$ cat config.mk
export PLATFORM = sky130hd
export DESIGN_NAME = kect_ram
export DESIGN_NICKNAME = d
export VERILOG_FILES = /design/src/rtl/assert_macros.svh /design/src/rtl/kect_ram.sv
export SDC_FILE = /design/constraint.sdc
export NUM_CORES = 1
export LEC_CHECK = 0
export ABC_AREA = 1
export BUFFER_PORTS_ARGS = -buffer_cell sky130_fd_sc_hd__buf_2
export CORE_MARGIN = 1
export CORE_UTILIZATION = 45
export DETAILED_ROUTE_END_ITERATION = 16
export HOLD_SLACK_MARGIN = 0.12
export PLACE_DENSITY_LB_ADDON = 0.08
export SLEW_MARGIN = 20
export SYNTH_ARGS = -nofsm -noshare
export SYNTH_HDL_FRONTEND = slang
export SYNTH_SLANG_ARGS = --single-unit
$ cat constraint.sdc
create_clock -name clk -period 2.57 [get_ports clk]
set_input_delay 0.1285 -clock clk [delete_from_list [all_inputs] [get_ports clk]]
set_output_delay 0.1285 -clock clk [all_outputs]
set_load 0.05 [all_outputs]
$ cat src/rtl/assert_macros.svh
// assertion macros for the rtl files; only the class table module includes them
`ifndef ASSERT_MACROS_SVH
`define ASSERT_MACROS_SVH

// property checked on every rising clock edge, ignored while in reset
`define ASSERT_CLK(label, prop, msg) \
  label: assert property (@(posedge clk) disable iff (!rst_n) (prop)) else $error(msg);

// expression that must never be true outside reset
`define ASSERT_NEVER(label, expr, msg) \
  `ASSERT_CLK(label, !(expr), msg)

`endif

$ cat src/rtl/kect_ram.sv
// generic simple dual port ram with registered read
`default_nettype none

module kect_ram #(
  parameter int WIDTH = 8,
  parameter int DEPTH = 16,
  localparam int AW = (DEPTH > 1) ? $clog2(DEPTH) : 1
) (
  input  logic             clk,
  input  logic             we,
  input  logic [AW-1:0]    waddr,
  input  logic [WIDTH-1:0] wdata,
  input  logic [AW-1:0]    raddr,
  output logic [WIDTH-1:0] rdata
);

  logic [WIDTH-1:0] mem [DEPTH];

  always_ff @(posedge clk) begin
    if (we) begin
      mem[waddr] <= wdata;
    end
    rdata <= mem[raddr];
  end

endmodule

`default_nettype wire

==> run_summary.xml <==
<?xml version="1.0" encoding="UTF-8"?>
<metrics>
  <group name="floorplan">
    <metric name="ios" unit="">26</metric>
    <metric name="coreArea" unit="um2">12260</metric>
    <metric name="floorplan.rows" unit="">40</metric>
    <metric name="initial_core_utilization" unit="">0.4703</metric>
    <metric name="die_height" unit="um">115.2</metric>
    <metric name="die-width" unit="um">115.2</metric>
    <metric name="area_of_the_die" unit="um2">13270</metric>
  </group>
  <group name="detailed_routing">
    <metric name="wirelength" unit="um">13310</metric>
    <metric name="detail_route.drc_violations" unit="">0</metric>
    <metric name="drt_pre_antenna_iters" unit="">5</metric>
    <metric name="detail_route.vias_per_cell" unit="">4.853</metric>
    <metric name="drt_iter0_drc" unit="">264</metric>
    <metric name="postRouteAntennaNets" unit="">0</metric>
    <metric name="num_vias" unit="">3688</metric>
    <metric name="wl_per_cell" unit="um">17.51</metric>
  </group>
  <group name="grt">
    <metric name="number_of_global_route_vias_before_repair" unit="">3537</metric>
    <metric name="grt_overflow" unit="">0</metric>
    <metric name="grt_max_degree" unit="">65</metric>
    <metric name="antenna_violations_before_repair" unit="">0</metric>
    <metric name="global_route_wire_length_before_repair" unit="um">20530</metric>
    <metric name="grt_use_total" unit="">0.2234</metric>
  </group>
  <group name="yosys">
    <metric name="synth_area" unit="um2">5767</metric>
    <metric name="synth_compound_area_frac" unit="">0</metric>
    <metric name="synthMuxAreaShare" unit="">0</metric>
    <metric name="synthesis.yosys.warnings" unit="">0</metric>
    <metric name="ys_ff_latch" unit="">136</metric>
    <metric name="count_of_mapped_cells_out_of_synthesis" unit="">551</metric>
    <metric name="synth_area_per_cell" unit="um2">10.47</metric>
    <metric name="yosys.area_share.xor_xnor" unit="">0</metric>
    <metric name="netlist-cell-type-count" unit="">12</metric>
    <metric name="synth_top_family_by_area" unit="">simple AND/OR/NAND/NOR gates</metric>
    <metric name="ys_seq_area_frac" unit="">0.6943</metric>
    <metric name="synthAdderAreaFrac" unit="">0</metric>
    <metric name="synth-simple-area-share" unit="">0.2105</metric>
    <metric name="mappedNetlistNets" unit="">569</metric>
  </group>
  <group name="timing">
    <metric name="rsz0062_at_grt" unit="">no</metric>
    <metric name="worst_pin_slew" unit="ns">0.8439</metric>
    <metric name="post-route-period-util" unit="">0.4616</metric>
    <metric name="max_freq" unit="MHz">842.9</metric>
    <metric name="final.min_clock_period" unit="ns">1.186</metric>
    <metric name="clock_tree_skew_after_final_layout" unit="ns">0.006306</metric>
    <metric name="setup_viol_count_final" unit="">0</metric>
    <metric name="timing_hold_violations_final" unit="">0</metric>
    <metric name="max_slew_vio_count" unit="">0</metric>
    <metric name="setup-tns-final" unit="ns">0</metric>
    <metric name="max-slew-margin-rel" unit="">0.4353</metric>
  </group>
  <group name="placement">
    <metric name="hpwlAfterDp" unit="um">7806</metric>
    <metric name="gp_congestion" unit="">0.7909</metric>
    <metric name="io_buffer_count" unit="">25</metric>
  </group>
  <group name="setup_path">
    <metric name="worstSetupStartpointType" unit="">input port</metric>
    <metric name="path_cells" unit="">dlygate4sd3_1 -&gt; buf_2 -&gt; inv_1 -&gt; nand3_1 -&gt; nand2_1</metric>
    <metric name="reg2reg_from" unit="">mem[7][5]</metric>
    <metric name="timing.critical_path.fanout_max" unit="">9</metric>
    <metric name="rr_worst_depth" unit="">6</metric>
    <metric name="slowest_stage" unit="">sky130_fd_sc_hd__dlygate4sd3_1</metric>
    <metric name="regToRegSetupSlack" unit="ns">1.48</metric>
    <metric name="crit_path_max_incr_delay" unit="ns">0.53</metric>
    <metric name="critPathCaptureType" unit="">flop</metric>
    <metric name="critical_path.reg2reg.endpoint" unit="">rdata[5]</metric>
    <metric name="worst_ep_arrival_time" unit="ns">1.54</metric>
    <metric name="crit_type" unit="">input port to flop</metric>
    <metric name="worstPathRequired" unit="ns">2.92</metric>
  </group>
  <group name="clocking">
    <metric name="ctsRootBufferMaster" unit="">sky130_fd_sc_hd__clkbuf_16</metric>
    <metric name="ctsHtreeMaxLevel" unit="">4</metric>
    <metric name="cts_tree" unit="">done</metric>
    <metric name="clkTransAtPathRegs" unit="ns">0.05</metric>
    <metric name="cts_buffers" unit="">17</metric>
    <metric name="post_cts_resized" unit="">0</metric>
    <metric name="clock_sink_count" unit="">136</metric>
    <metric name="cts-root-to-sink-buffers" unit="">2</metric>
    <metric name="clk_latency" unit="ns">0.41</metric>
  </group>
  <group name="min_path">
    <metric name="hold_end" unit="">mem[1][4]</metric>
    <metric name="min_delay_path_depth" unit="">1</metric>
    <metric name="min-delay-path-class" unit="">input port to flop</metric>
    <metric name="worst_hold_startpoint" unit="">wdata[4]</metric>
  </group>
  <group name="finish">
    <metric name="finish.net_count" unit="">596</metric>
    <metric name="layout-drive-gt1-share" unit="">0.09475</metric>
    <metric name="most-common-layout-cells" unit="">sky130_fd_sc_hd__nand2_1 (173), sky130_fd_sc_hd__edfxtp_1 (128), sky130_fd_sc_hd__inv_1 (100)</metric>
    <metric name="layout.cells.most_common" unit="">sky130_fd_sc_hd__nand2_1</metric>
    <metric name="area_growth" unit="%">13.52</metric>
  </group>
  <group name="pwr">
    <metric name="power_density" unit="nW/um2">776.2</metric>
    <metric name="power" unit="mW">5.082</metric>
    <metric name="leakage" unit="nW">2.818</metric>
    <metric name="ir_worst_vdd" unit="mV">0.5300</metric>
  </group>
  <group name="run">
    <metric name="cap_viol_max_count" unit="">0</metric>
  </group>
  <group name="run_status">
    <metric name="outcome" unit="">finished clean</metric>
  </group>
</metrics>
-- routing by layer --
| layer | share of wire | global-route usage | wire length [um] | vias up |
|---|---|---|---|---|
| met5 | 0 | 0 | 0 | - |
| met4 | 0.015 | 0.07792 | 206 | 0 |
| met3 | 0.048 | 0.05904 | 634 | 10 |
| met2 | 0.48 | 0.3554 | 6354 | 97 |
| met1 | 0.46 | 0.2976 | 6115 | 1755 |
| li1 | - | - | - | 1826 |
-- cells in the mapped netlist --
cell type,number,area (um2)
sky130_fd_sc_hd__buf_6,6,67.56
sky130_fd_sc_hd__nand3b_1,2,15.01
sky130_fd_sc_hd__buf_1,1,3.750
sky130_fd_sc_hd__inv_1,100,375.4
sky130_fd_sc_hd__inv_2,2,7.510
sky130_fd_sc_hd__buf_2,13,65.06
sky130_fd_sc_hd__buf_4,4,30.03
sky130_fd_sc_hd__edfxtp_1,128,3844
sky130_fd_sc_hd__nor2_1,17,63.81
sky130_fd_sc_hd__nand2_1,173,649.4
sky130_fd_sc_hd__dfxtp_1,8,160.2
sky130_fd_sc_hd__nand3_1,97,485.5
-- layout make-up --
type / instances / area [um2]
multi-input cells: 289 / 1214
clock inverters: 3 / 40.04
repair buffers: 32 / 192.7
well taps: 168 / 210.2
flip-flops and latches: 136 / 4004
inverters: 102 / 382.9
fillers: 1123 / 5715
diodes: 1 / 2.502
clock buffers: 29 / 500.5
-- power by group --
part / total (mW) / internal [mW] / switching (mW)
clock network: 2.24 / 1.41 / 0.835
logic: 0.345 / 0.0831 / 0.262
registers: 2.50 / 2.48 / 0.0148
total: 5.08 / 3.97 / 1.11
-- repair_timing --
action                                 4_1_cts  5_1_grt
endpoints found under the hold margin        8        0
buffers inserted                             0        0
hold buffers                                 1        0
-- worst max path at each step --
stage	startpoint	end	slack, ns	depth (start not counted)
floorplan	waddr[2]	mem[10][0]	1.49	2
global placement	waddr[1]	mem[13][3]	0.98	4
detailed placement	raddr[0]	rdata[5]	1.00	7
CTS	rdata[0]	rdata[0]	1.35	1
global route	raddr[0]	rdata[4]	1.30	7
finish	raddr[3]	rdata[5]	1.38	5
-- through the flow --
stage | instances | hold slack [ns] | setup slack (ns) | instance area [um2] | utilization
after global routing | 759 | 0.1363 | 1.296 | 6544 | 0.5337
after floorplan | 551 | 0.2274 | 1.491 | 5767 | -
after detailed placement | 726 | 0.5240 | 1.004 | 5993 | 0.4888
after CTS | 759 | 0.1344 | 1.350 | 6544 | 0.5337
after global placement | 726 | 0.5272 | 0.9820 | 5993 | 0.4888
final | 760 | 0.1441 | 1.384 | 6546 | 0.5339
-- worst max-delay path: cells and delay by family --
family / cells / cell delay (ns)
and+or+nand+nor: 2 / 0.37
buffers and inverters: 3 / 1.04
-- sequential cells by signal (all words and copies together) (netlist names) --
signal,count
mem,128
rdata,8
-- cells by family (layout without fill, tap and decap cells) --
logic type | count (synthesis) | count (layout)
flip-flops | 136 | 136
AND/OR/NAND/NOR | 289 | 289
buffers and inverters | 126 | 166
other | 0 | 1
(Power assumes the default switching activity.)
